`src/design/slxfr_pkg.sv`:
```
// shared types and constants of the frame receiver
`default_nettype none
package slxfr_pkg;

  localparam int BUF_DEPTH   = 256;
  localparam int MAX_PAYLOAD = 64;
  localparam int SOF_COUNT   = 2;
  localparam int HDR_LEN     = SOF_COUNT + 1;
  localparam int AW          = $clog2(BUF_DEPTH);
  localparam int CW          = ((AW > 8) ? AW : 8) + 1;
  localparam int LEN_W       = 7;

  localparam logic [1:0] CMD_PUSH = 2'd0;
  localparam logic [1:0] CMD_PKT  = 2'd1;
  localparam logic [1:0] CMD_BYTE = 2'd2;

  localparam logic [2:0] REG_SOF0    = 3'd0;
  localparam logic [2:0] REG_SOF1    = 3'd1;
  localparam logic [2:0] REG_MINLEN  = 3'd2;
  localparam logic [2:0] REG_MAXLEN  = 3'd3;
  localparam logic [2:0] REG_TIMEOUT = 3'd4;

  typedef enum logic [3:0] {
    ST_IDLE, ST_POP, ST_SCAN, ST_CHK0, ST_CHK1, ST_HDR, ST_LEN,
    ST_SUM, ST_EMIT, ST_OUT, ST_OUT_PAY
  } state_t;

  typedef enum logic [2:0] {
    OFF_ZERO, OFF_ONE, OFF_LEN, OFF_DATA, OFF_NEXT
  } off_sel_t;

  typedef enum logic [2:0] {
    OUT_HOLD, OUT_NONE, OUT_DROPPED, OUT_RAW, OUT_EMPTY, OUT_PAYLOAD
  } out_kind_t;

  typedef struct packed {
    logic      accept;
    logic      push;
    logic      rd_en;
    off_sel_t  off;
    logic      drop1;
    logic      consume;
    logic      set_wait;
    logic      load_len;
    logic      xor_step;
    logic      cnt_clr;
    logic      cnt_inc;
    out_kind_t out_load;
  } ctl_t;

  typedef struct packed {
    logic full;
    logic fill_zero;
    logic fill_lt_sof;
    logic fill_lt_hdr;
    logic sof0_ok;
    logic sof1_ok;
    logic len_bad;
    logic need_more;
    logic waiting;
    logic timeout_hit;
    logic cnt_at_len;
    logic sum_ok;
    logic len_zero;
    logic last_byte;
  } sts_t;

endpackage
`default_nettype wire

```
`src/design/slxfr_ram.sv`:
```
// generic single write port ram with registered read
`default_nettype none
module slxfr_ram #(
  parameter int WIDTH = 8,
  parameter int DEPTH = 256
) (
  input  wire logic                     clk,
  input  wire logic                     we,
  input  wire logic [$clog2(DEPTH)-1:0] waddr,
  input  wire logic [WIDTH-1:0]         wdata,
  input  wire logic                     re,
  input  wire logic [$clog2(DEPTH)-1:0] raddr,
  output logic      [WIDTH-1:0]         rdata
);

  logic [WIDTH-1:0] mem [DEPTH];

  always_ff @(posedge clk) begin
    if (we) begin
      mem[waddr] <= wdata;
    end
    if (re) begin
      rdata <= mem[raddr];
    end
  end

endmodule
`default_nettype wire

```
`src/design/slxfr_ctrl.sv`:
```
// controller state machine of the frame receiver
`default_nettype none
module slxfr_ctrl (
  input  wire logic              clk,
  input  wire logic              rst,
  input  wire logic              s_tvalid,
  input  wire logic [1:0]        s_tuser,
  input  wire logic              m_tready,
  input  wire slxfr_pkg::sts_t   sts,
  output slxfr_pkg::ctl_t        ctl,
  output logic                   s_tready,
  output logic                   m_tvalid
);

  slxfr_pkg::state_t state, state_next;

  always_ff @(posedge clk) begin
    if (rst) begin
      state <= slxfr_pkg::ST_IDLE;
    end else begin
      state <= state_next;
    end
  end

  always_comb begin
    state_next   = state;
    ctl          = '0;
    ctl.off      = slxfr_pkg::OFF_ZERO;
    ctl.out_load = slxfr_pkg::OUT_HOLD;
    s_tready     = 1'b0;
    m_tvalid     = 1'b0;
    unique case (state)
      slxfr_pkg::ST_IDLE: begin
        s_tready = 1'b1;
        if (s_tvalid) begin
          ctl.accept = 1'b1;
          priority if (s_tuser == slxfr_pkg::CMD_PUSH) begin
            ctl.push     = 1'b1;
            ctl.out_load = sts.full ? slxfr_pkg::OUT_DROPPED : slxfr_pkg::OUT_NONE;
            state_next   = slxfr_pkg::ST_OUT;
          end else if (s_tuser == slxfr_pkg::CMD_PKT) begin
            state_next = slxfr_pkg::ST_SCAN;
          end else if (s_tuser == slxfr_pkg::CMD_BYTE && !sts.fill_zero) begin
            ctl.rd_en  = 1'b1;
            state_next = slxfr_pkg::ST_POP;
          end else begin
            ctl.out_load = slxfr_pkg::OUT_NONE;
            state_next   = slxfr_pkg::ST_OUT;
          end
        end
      end
      slxfr_pkg::ST_POP: begin
        ctl.out_load = slxfr_pkg::OUT_RAW;
        ctl.drop1    = 1'b1;
        state_next   = slxfr_pkg::ST_OUT;
      end
      slxfr_pkg::ST_SCAN: begin
        if (sts.fill_lt_sof) begin
          ctl.out_load = slxfr_pkg::OUT_NONE;
          state_next   = slxfr_pkg::ST_OUT;
        end else begin
          ctl.rd_en  = 1'b1;
          state_next = slxfr_pkg::ST_CHK0;
        end
      end
      slxfr_pkg::ST_CHK0: begin
        if (!sts.sof0_ok) begin
          ctl.drop1  = 1'b1;
          state_next = slxfr_pkg::ST_SCAN;
        end else if (slxfr_pkg::SOF_COUNT >= 2) begin
          ctl.rd_en  = 1'b1;
          ctl.off    = slxfr_pkg::OFF_ONE;
          state_next = slxfr_pkg::ST_CHK1;
        end else begin
          state_next = slxfr_pkg::ST_HDR;
        end
      end
      slxfr_pkg::ST_CHK1: begin
        if (!sts.sof1_ok) begin
          ctl.drop1  = 1'b1;
          state_next = slxfr_pkg::ST_SCAN;
        end else begin
          state_next = slxfr_pkg::ST_HDR;
        end
      end
      slxfr_pkg::ST_HDR: begin
        if (sts.fill_lt_hdr) begin
          ctl.out_load = slxfr_pkg::OUT_NONE;
          state_next   = slxfr_pkg::ST_OUT;
        end else begin
          ctl.rd_en  = 1'b1;
          ctl.off    = slxfr_pkg::OFF_LEN;
          state_next = slxfr_pkg::ST_LEN;
        end
      end
      slxfr_pkg::ST_LEN: begin
        priority if (sts.len_bad) begin
          ctl.drop1  = 1'b1;
          state_next = slxfr_pkg::ST_SCAN;
        end else if (sts.need_more) begin
          if (!sts.waiting) begin
            ctl.set_wait = 1'b1;
            ctl.out_load = slxfr_pkg::OUT_NONE;
            state_next   = slxfr_pkg::ST_OUT;
          end else if (sts.timeout_hit) begin
            ctl.drop1  = 1'b1;
            state_next = slxfr_pkg::ST_SCAN;
          end else begin
            ctl.out_load = slxfr_pkg::OUT_NONE;
            state_next   = slxfr_pkg::ST_OUT;
          end
        end else begin
          ctl.load_len = 1'b1;
          ctl.cnt_clr  = 1'b1;
          ctl.rd_en    = 1'b1;
          ctl.off      = slxfr_pkg::OFF_DATA;
          state_next   = slxfr_pkg::ST_SUM;
        end
      end
      slxfr_pkg::ST_SUM: begin
        priority if (!sts.cnt_at_len) begin
          ctl.xor_step = 1'b1;
          ctl.cnt_inc  = 1'b1;
          ctl.rd_en    = 1'b1;
          ctl.off      = slxfr_pkg::OFF_NEXT;
        end else if (!sts.sum_ok) begin
          ctl.drop1  = 1'b1;
          state_next = slxfr_pkg::ST_SCAN;
        end else if (sts.len_zero) begin
          ctl.out_load = slxfr_pkg::OUT_EMPTY;
          ctl.consume  = 1'b1;
          state_next   = slxfr_pkg::ST_OUT;
        end else begin
          ctl.cnt_clr = 1'b1;
          ctl.rd_en   = 1'b1;
          ctl.off     = slxfr_pkg::OFF_DATA;
          state_next  = slxfr_pkg::ST_EMIT;
        end
      end
      slxfr_pkg::ST_EMIT: begin
        ctl.out_load = slxfr_pkg::OUT_PAYLOAD;
        state_next   = slxfr_pkg::ST_OUT_PAY;
      end
      slxfr_pkg::ST_OUT_PAY: begin
        m_tvalid = 1'b1;
        if (m_tready) begin
          if (sts.last_byte) begin
            ctl.consume = 1'b1;
            state_next  = slxfr_pkg::ST_IDLE;
          end else begin
            ctl.cnt_inc = 1'b1;
            ctl.rd_en   = 1'b1;
            ctl.off     = slxfr_pkg::OFF_NEXT;
            state_next  = slxfr_pkg::ST_EMIT;
          end
        end
      end
      slxfr_pkg::ST_OUT: begin
        m_tvalid = 1'b1;
        if (m_tready) begin
          state_next = slxfr_pkg::ST_IDLE;
        end
      end
      default: begin
        state_next = slxfr_pkg::ST_IDLE;
      end
    endcase
  end

endmodule
`default_nettype wire

```
`src/design/slxfr_dp.sv`:
```
// datapath of the frame receiver: ring, indexes, checksum, result register
`default_nettype none
module slxfr_dp (
  input  wire logic              clk,
  input  wire logic              rst,
  input  wire slxfr_pkg::ctl_t   ctl,
  output slxfr_pkg::sts_t        sts,
  input  wire logic [39:0]       s_tdata,
  input  wire logic              cfg_we,
  input  wire logic [2:0]        cfg_index,
  input  wire logic [15:0]       cfg_data,
  output logic [15:0]            m_tdata,
  output logic [1:0]             m_tuser,
  output logic                   m_tlast
);

  localparam int AW = slxfr_pkg::AW;
  localparam int CW = slxfr_pkg::CW;
  localparam int LW = slxfr_pkg::LEN_W;

  logic [AW-1:0] write_idx, read_idx;
  logic          waiting;
  logic [31:0]   start_ms;
  logic [31:0]   now_ms;
  logic [7:0]    sof0, sof1;
  logic [LW-1:0] min_len, max_len;
  logic [15:0]   timeout;
  logic [LW-1:0] dlen, cnt;
  logic [7:0]    xacc;
  logic          out_ok, out_drop, out_last;
  logic [7:0]    out_data;
  logic [LW-1:0] out_len;

  logic [7:0]    rdata;
  logic [AW-1:0] fill, raddr, off;
  logic [CW-1:0] fill_w, need_rd, need_q, off_w;
  logic [LW-1:0] max_eff;
  logic [31:0]   elapsed;
  logic          full;

  assign fill    = write_idx - read_idx;
  assign fill_w  = CW'(fill);
  assign full    = (write_idx + AW'(1)) == read_idx;
  assign need_rd = CW'(slxfr_pkg::HDR_LEN + 1) + CW'(rdata);
  assign need_q  = CW'(slxfr_pkg::HDR_LEN + 1) + CW'(dlen);
  assign max_eff = (max_len < LW'(slxfr_pkg::MAX_PAYLOAD)) ? max_len
                                                           : LW'(slxfr_pkg::MAX_PAYLOAD);
  assign elapsed = now_ms - start_ms;

  always_comb begin
    off_w = '0;
    unique case (ctl.off)
      slxfr_pkg::OFF_ZERO: off_w = '0;
      slxfr_pkg::OFF_ONE:  off_w = CW'(1);
      slxfr_pkg::OFF_LEN:  off_w = CW'(slxfr_pkg::SOF_COUNT);
      slxfr_pkg::OFF_DATA: off_w = CW'(slxfr_pkg::HDR_LEN);
      slxfr_pkg::OFF_NEXT: off_w = CW'(slxfr_pkg::HDR_LEN + 1) + CW'(cnt);
      default:             off_w = '0;
    endcase
  end

  assign off   = off_w[AW-1:0];
  assign raddr = read_idx + off;

  slxfr_ram #(
    .WIDTH(8),
    .DEPTH(slxfr_pkg::BUF_DEPTH)
  ) u_ring (
    .clk  (clk),
    .we   (ctl.push && !full),
    .waddr(write_idx),
    .wdata(s_tdata[7:0]),
    .re   (ctl.rd_en),
    .raddr(raddr),
    .rdata(rdata)
  );

  always_comb begin
    sts             = '0;
    sts.full        = full;
    sts.fill_zero   = (fill == '0);
    sts.fill_lt_sof = fill_w < CW'(slxfr_pkg::SOF_COUNT);
    sts.fill_lt_hdr = fill_w < CW'(slxfr_pkg::HDR_LEN);
    sts.sof0_ok     = (rdata == sof0);
    sts.sof1_ok     = (rdata == sof1);
    sts.len_bad     = (rdata < {1'b0, min_len}) || (rdata > {1'b0, max_eff});
    sts.need_more   = fill_w < need_rd;
    sts.waiting     = waiting;
    sts.timeout_hit = (timeout != '0) && (elapsed >= {16'd0, timeout});
    sts.cnt_at_len  = (cnt == dlen);
    sts.sum_ok      = (xacc == rdata);
    sts.len_zero    = (dlen == '0);
    sts.last_byte   = out_last;
  end

  always_ff @(posedge clk) begin
    if (rst) begin
      write_idx <= '0;
      read_idx  <= '0;
      waiting   <= 1'b0;
      start_ms  <= '0;
      sof0      <= 8'd170;
      sof1      <= 8'd85;
      min_len   <= '0;
      max_len   <= LW'(64);
      timeout   <= 16'd100;
    end else begin
      if (ctl.push && !full) begin
        write_idx <= write_idx + AW'(1);
      end
      if (ctl.drop1) begin
        read_idx <= read_idx + AW'(1);
        waiting  <= 1'b0;
      end else if (ctl.consume) begin
        read_idx <= read_idx + need_q[AW-1:0];
        waiting  <= 1'b0;
      end else if (ctl.set_wait) begin
        waiting  <= 1'b1;
        start_ms <= now_ms;
      end
      if (cfg_we) begin
        unique case (cfg_index)
          slxfr_pkg::REG_SOF0:    sof0    <= cfg_data[7:0];
          slxfr_pkg::REG_SOF1:    sof1    <= cfg_data[7:0];
          slxfr_pkg::REG_MINLEN:  min_len <= cfg_data[LW-1:0];
          slxfr_pkg::REG_MAXLEN:  max_len <= cfg_data[LW-1:0];
          slxfr_pkg::REG_TIMEOUT: timeout <= cfg_data;
          default: ;
        endcase
      end
    end
  end

  always_ff @(posedge clk) begin
    if (ctl.accept) begin
      now_ms <= s_tdata[39:8];
    end
    if (ctl.load_len) begin
      dlen <= rdata[LW-1:0];
      xacc <= rdata;
    end else if (ctl.xor_step) begin
      xacc <= xacc ^ rdata;
    end
    if (ctl.cnt_clr) begin
      cnt <= '0;
    end else if (ctl.cnt_inc) begin
      cnt <= cnt + LW'(1);
    end
    unique case (ctl.out_load)
      slxfr_pkg::OUT_HOLD: ;
      slxfr_pkg::OUT_NONE, slxfr_pkg::OUT_DROPPED: begin
        out_ok   <= 1'b0;
        out_data <= '0;
        out_len  <= '0;
        out_last <= 1'b1;
        out_drop <= (ctl.out_load == slxfr_pkg::OUT_DROPPED);
      end
      slxfr_pkg::OUT_RAW: begin
        out_ok   <= 1'b1;
        out_data <= rdata;
        out_len  <= '0;
        out_last <= 1'b1;
        out_drop <= 1'b0;
      end
      slxfr_pkg::OUT_EMPTY: begin
        out_ok   <= 1'b1;
        out_data <= '0;
        out_len  <= '0;
        out_last <= 1'b1;
        out_drop <= 1'b0;
      end
      slxfr_pkg::OUT_PAYLOAD: begin
        out_ok   <= 1'b1;
        out_data <= rdata;
        out_len  <= dlen;
        out_last <= (cnt + LW'(1)) == dlen;
        out_drop <= 1'b0;
      end
      default: ;
    endcase
  end

  assign m_tdata = {1'b0, out_len, out_data};
  assign m_tuser = {out_drop, out_ok};
  assign m_tlast = out_last;

endmodule
`default_nettype wire

```
`src/design/sof_len_xor_frame_receiver.sv`:
```
// top level of the frame receiver
// one item at a time; a push or unused command goes straight to the output, a raw byte read pops a
// byte first, each then waits for the output; a packet read walks the ring through the single ram read
// port: a scan step per byte dropped on a bad first start byte, then header, checksum and delivery
// ring is 256 bytes, holds 255; its contents are undefined after reset
// synchronous reset clears indexes, timeout state and restores register defaults
`default_nettype none
module sof_len_xor_frame_receiver (
  input  wire logic        clk,
  input  wire logic        rst,
  input  wire logic        s_tvalid,
  output logic             s_tready,
  input  wire logic [39:0] s_tdata,  // rx_byte, now_ms
  input  wire logic [1:0]  s_tuser,  // cmd
  output logic             m_tvalid,
  input  wire logic        m_tready,
  output logic [15:0]      m_tdata,  // data_byte, frame_length, zero pad
  output logic [1:0]       m_tuser,  // ok, byte_dropped
  output logic             m_tlast,
  input  wire logic        cfg_valid,
  output logic             cfg_ready,
  input  wire logic [2:0]  cfg_index,
  input  wire logic [15:0] cfg_data
);

  slxfr_pkg::ctl_t ctl;
  slxfr_pkg::sts_t sts;

  assign cfg_ready = 1'b1;

  slxfr_ctrl u_ctrl (
    .clk     (clk),
    .rst     (rst),
    .s_tvalid(s_tvalid),
    .s_tuser (s_tuser),
    .m_tready(m_tready),
    .sts     (sts),
    .ctl     (ctl),
    .s_tready(s_tready),
    .m_tvalid(m_tvalid)
  );

  slxfr_dp u_dp (
    .clk      (clk),
    .rst      (rst),
    .ctl      (ctl),
    .sts      (sts),
    .s_tdata  (s_tdata),
    .cfg_we   (cfg_valid && cfg_ready),
    .cfg_index(cfg_index),
    .cfg_data (cfg_data),
    .m_tdata  (m_tdata),
    .m_tuser  (m_tuser),
    .m_tlast  (m_tlast)
  );

endmodule
`default_nettype wire
```
`config.mk`:
```
export PLATFORM = sky130hd
export DESIGN_NAME = sof_len_xor_frame_receiver
export DESIGN_NICKNAME = d
export VERILOG_FILES = /design/src/design/slxfr_pkg.sv /design/src/design/slxfr_ram.sv /design/src/design/slxfr_ctrl.sv /design/src/design/slxfr_dp.sv /design/src/design/sof_len_xor_frame_receiver.sv
export SDC_FILE = /design/constraint.sdc
export NUM_CORES = 2
export LEC_CHECK = 0
export ABC_AREA = 1
export BUFFER_PORTS_ARGS = -buffer_cell sky130_fd_sc_hd__buf_2
export CAP_MARGIN = 20
export CORE_ASPECT_RATIO = 1.4
export CORE_MARGIN = 5
export CORE_UTILIZATION = 40
export CTS_CLUSTER_SIZE = 30
export DETAILED_ROUTE_END_ITERATION = 8
export PLACE_DENSITY = 0.62
export SLEW_MARGIN = 10
export SYNTH_ARGS = -nofsm -noshare
export SYNTH_HDL_FRONTEND = slang
export SYNTH_SLANG_ARGS = --single-unit
```
`constraint.sdc`:
```
create_clock -name clk -period 11.54 [get_ports clk]
set_input_delay 0.577 -clock clk [delete_from_list [all_inputs] [get_ports clk]]
set_output_delay 0.577 -clock clk [all_outputs]
set_load 0.01 [all_outputs]
```
==> qor.txt <==
first-pass iteration count of the detailed router: 6
Antenna Nets Post-Route: 0
Worst EP arrival: 9.00 ns
most frequent CP cell: nand3_1
Via density: 5.688
Max-Cap Viols: 0
Chip Width: 420.0 µm
clk slew on worst S/H paths: 0.07 ns
Avg WL per Cell: 23.48 µm
setup_tns: 0 ns
dpl hpwl: 151,100 µm
RR Startpoint: u_dp.read_idx[0]
total wire length: 261,700 µm
max layer used: met5
max incr delay on CP: 0.60 ns
syn avg cell area: 11.72 µm²
worst hold slack: 0.06393 ns
largest net degree at the start of global routing: 223
Crit-path slowest cell: buf_12
Hold Vio Cnt, Final: 0
Initial Util: 40.20%
Reg-to-Reg End: u_dp.u_ring.rdata[0]
CTS tree: done
Hold Crit Class: input port to flop
top cell type's share of synthesized area: 67.67%
cells after synthesis: 8,029
Area after DPL: 97,210 µm²
Core Box Area: 234,100 µm²
CTS resizes: 0
vias in the first global route: 61,970
H-tree Lvls: 4
# DRC: 0
worst-case clock buffer depth: 4
Met2 Wirelength: 129,600 µm
via count: 63,410
CTS buffer count: 206
wire length on met3: 18,290 µm
Worst R2R Setup Slack: 3.17 ns
startpoint types: flop
GPL Wtd Cong: 0.8590
final core occ: 44.42%
maximum VDD drop: 0.2093 mV
Overflow after GRT: 0
share of cells above drive strength 1: 6.517%
fmax: 119.5 MHz
DRT iter0 DRCs: 6,697
max_slew headroom: 18.95%
final cycle utilization of the critical path: 72.52%
Hold Path Depth: 3
clk sinks: 2,227
cell family with most CP delay: simple AND/OR/NAND/NOR gates
nets: 8,093
global-route total usage across every layer: 20.62%
IO Pins: 88
synth unique cells: 53
CP startpoint: u_dp.read_idx[0]
crit path capture type: flop
Final Slew Violations: 0
WP buf/inv: 5
#FFs+latches synth: 2,227
fin crit period: 8.369 ns
run status: finished, final reports clean
Worst EP required: 12.18 ns
root buffer cell: clkbuf_16
sequential area share after synthesis: 69.92%
Mapped Area: 94,120 µm²
Area growth syn-to-layout: 10.50%
cell taking the most area after synthesis: edfxtp_1
cell count along the critical path: 33
number of flops mapped to enable cells by yosys: 2,121
RSZ-0062 raised after global routing: no
Post-synth top flop: edfxtp_1
Post-CTS Setup Inserts: 0
ys async rst share: 0%
critical hold path startpoint: cfg_data[5]
critical path type: flop to flop
global-route wire length before repair: 388,100 µm
worst-path maximum fanout: 146
r2r worst-path depth: 33
Skew-Pair Late Insertion Delay: 0.88 ns
Mapped Nets: 8,201
Pleak: 34.59 nW
Final Setup Violations: 0
Slew @ Worst Pin: 1.216 ns
Total Power: 23.01 mW
initial antenna violation count: 6
ranking of synthesized cells by area: edfxtp_1, nor2_1, o32ai_1
M1 WL: 101,200 µm
critical path endpoint: u_dp.u_ring.rdata[0]
pwr/cell area: 221.3 nW/µm²
count of buffers from port buffering: 85
DIE AREA: 245,200 µm²
die height: 584.0 µm
Clock Skews: 0.06491 ns
Ys Warns: 0
FP Rows: 210
Finished Cell Area: 104,000 µm²
-- logic make-up after synthesis --
logic type                 after synthesis  synth area share [%]
other                                    2              0.007979
adders and majority gates              106                 1.441
and+or+nand+nor                       3428                 14.64
buffers and inverters                  808                 3.495
AOI/OAI and AO/OA                     1376                 9.720
xor gates and xnor gates                82                0.7710
DFF                                   2227                 69.92
-- where the power goes --
| part | switching (mW) | internal, mW | total (mW) | leakage, nW |
|---|---|---|---|---|
| combinational | 5.13 | 2.08 | 7.21 | 11.5 |
| clock | 2.94 | 3.69 | 6.63 | 3.10 |
| sequential | 0.161 | 9.02 | 9.18 | 20.0 |
| total | 8.23 | 14.8 | 23.0 | 34.6 |
-- layout by cell type (no fill, tap or decap), types with 23 or more instances in the layout --
cell type	n
clkinv_2	28
ha_1	101
dlygate4sd3_1	41
nor3_1	23
o21ai_0	631
a31oi_1	35
o32ai_1	512
clkbuf_1	37
edfxtp_1	2121
a21oi_1	115
dfxtp_1	106
clkinv_1	44
a32o_1	32
nand3_1	404
inv_1	272
nand2_1	912
buf_2	78
nor2_1	1990
clkbuf_16	208
buf_4	54
xor2_1	56
-- metal layers --
metal | global-route usage, % | up-vias
met5 | 0 | -
met4 | 9.331 | 4
met3 | 3.029 | 576
met2 | 35.49 | 2607
met1 | 25.75 | 31570
li1 | - | 28650
-- tightest hold or removal path, delay by kind of cell --
family / cells / cell delay, ns
buffers and inverters: 1 / 0.16
and+or+nand+nor: 1 / 0.07
AOI/OAI and AO/OA: 1 / 0.07
-- worst min-delay path by stage --
| stage | end | slack (ns) |
|---|---|---|
| after floorplan | u_dp.max_len[0] | 0.43 |
| after global placement | u_dp.start_ms[22] | 0.44 |
| after detailed placement | u_dp.max_len[0] | 0.45 |
| after CTS | u_dp.timeout[5] | 0.01 |
| after global routing | u_dp.sof0[5] | 0.05 |
| final | u_dp.timeout[5] | 0.06 |
-- Yosys cell counts (35+ instances only) --
cell type  count
o32ai_1      512
inv_1        277
xor2_1        60
nand3_1      404
dfxtp_1      106
buf_2        118
ha_1         102
clkbuf_1     332
edfxtp_1    2121
a21oi_1      115
nand2_1      913
o21ai_0      631
nor2_1      1991
buf_1         41
a31oi_1       35
-- sequential cells by signal (all words and copies together), names as in the netlist, 8 cells and up --
register and cells:
u_dp.now_ms 32, u_dp.out_data 8, u_dp.read_idx 8, u_dp.sof0 8
u_dp.sof1 8, u_dp.start_ms 32, u_dp.timeout 16, u_dp.u_ring.mem 2048
u_dp.u_ring.rdata 8, u_dp.write_idx 8, u_dp.xacc 8
-- timing repair --
item	in CTS	in global routing
endpoints found under the setup margin	0	0
hold buffers	41	0
endpoints found under the hold margin	41	0
-- area by class of cell --
type	instances	area, µm²
sequential	2227	65810
inverter	292	1114
clock buffer	247	5371
multi-input combinational	4994	25140
tap	3074	3846
antenna	3	7.507
clock inverter	111	1003
timing repair buffer	200	1702
fill	21030	130100
-- metrics by stage --
step                instances  setup WS [ns]
floorplan                8029          6.015
detailed placement      10750          3.323
CTS                     11150          3.308
global placement        10740          2.651
finish                  11150          3.171
global route            11150          2.801
No activity file was read; power rests on OpenSTA's default activity.
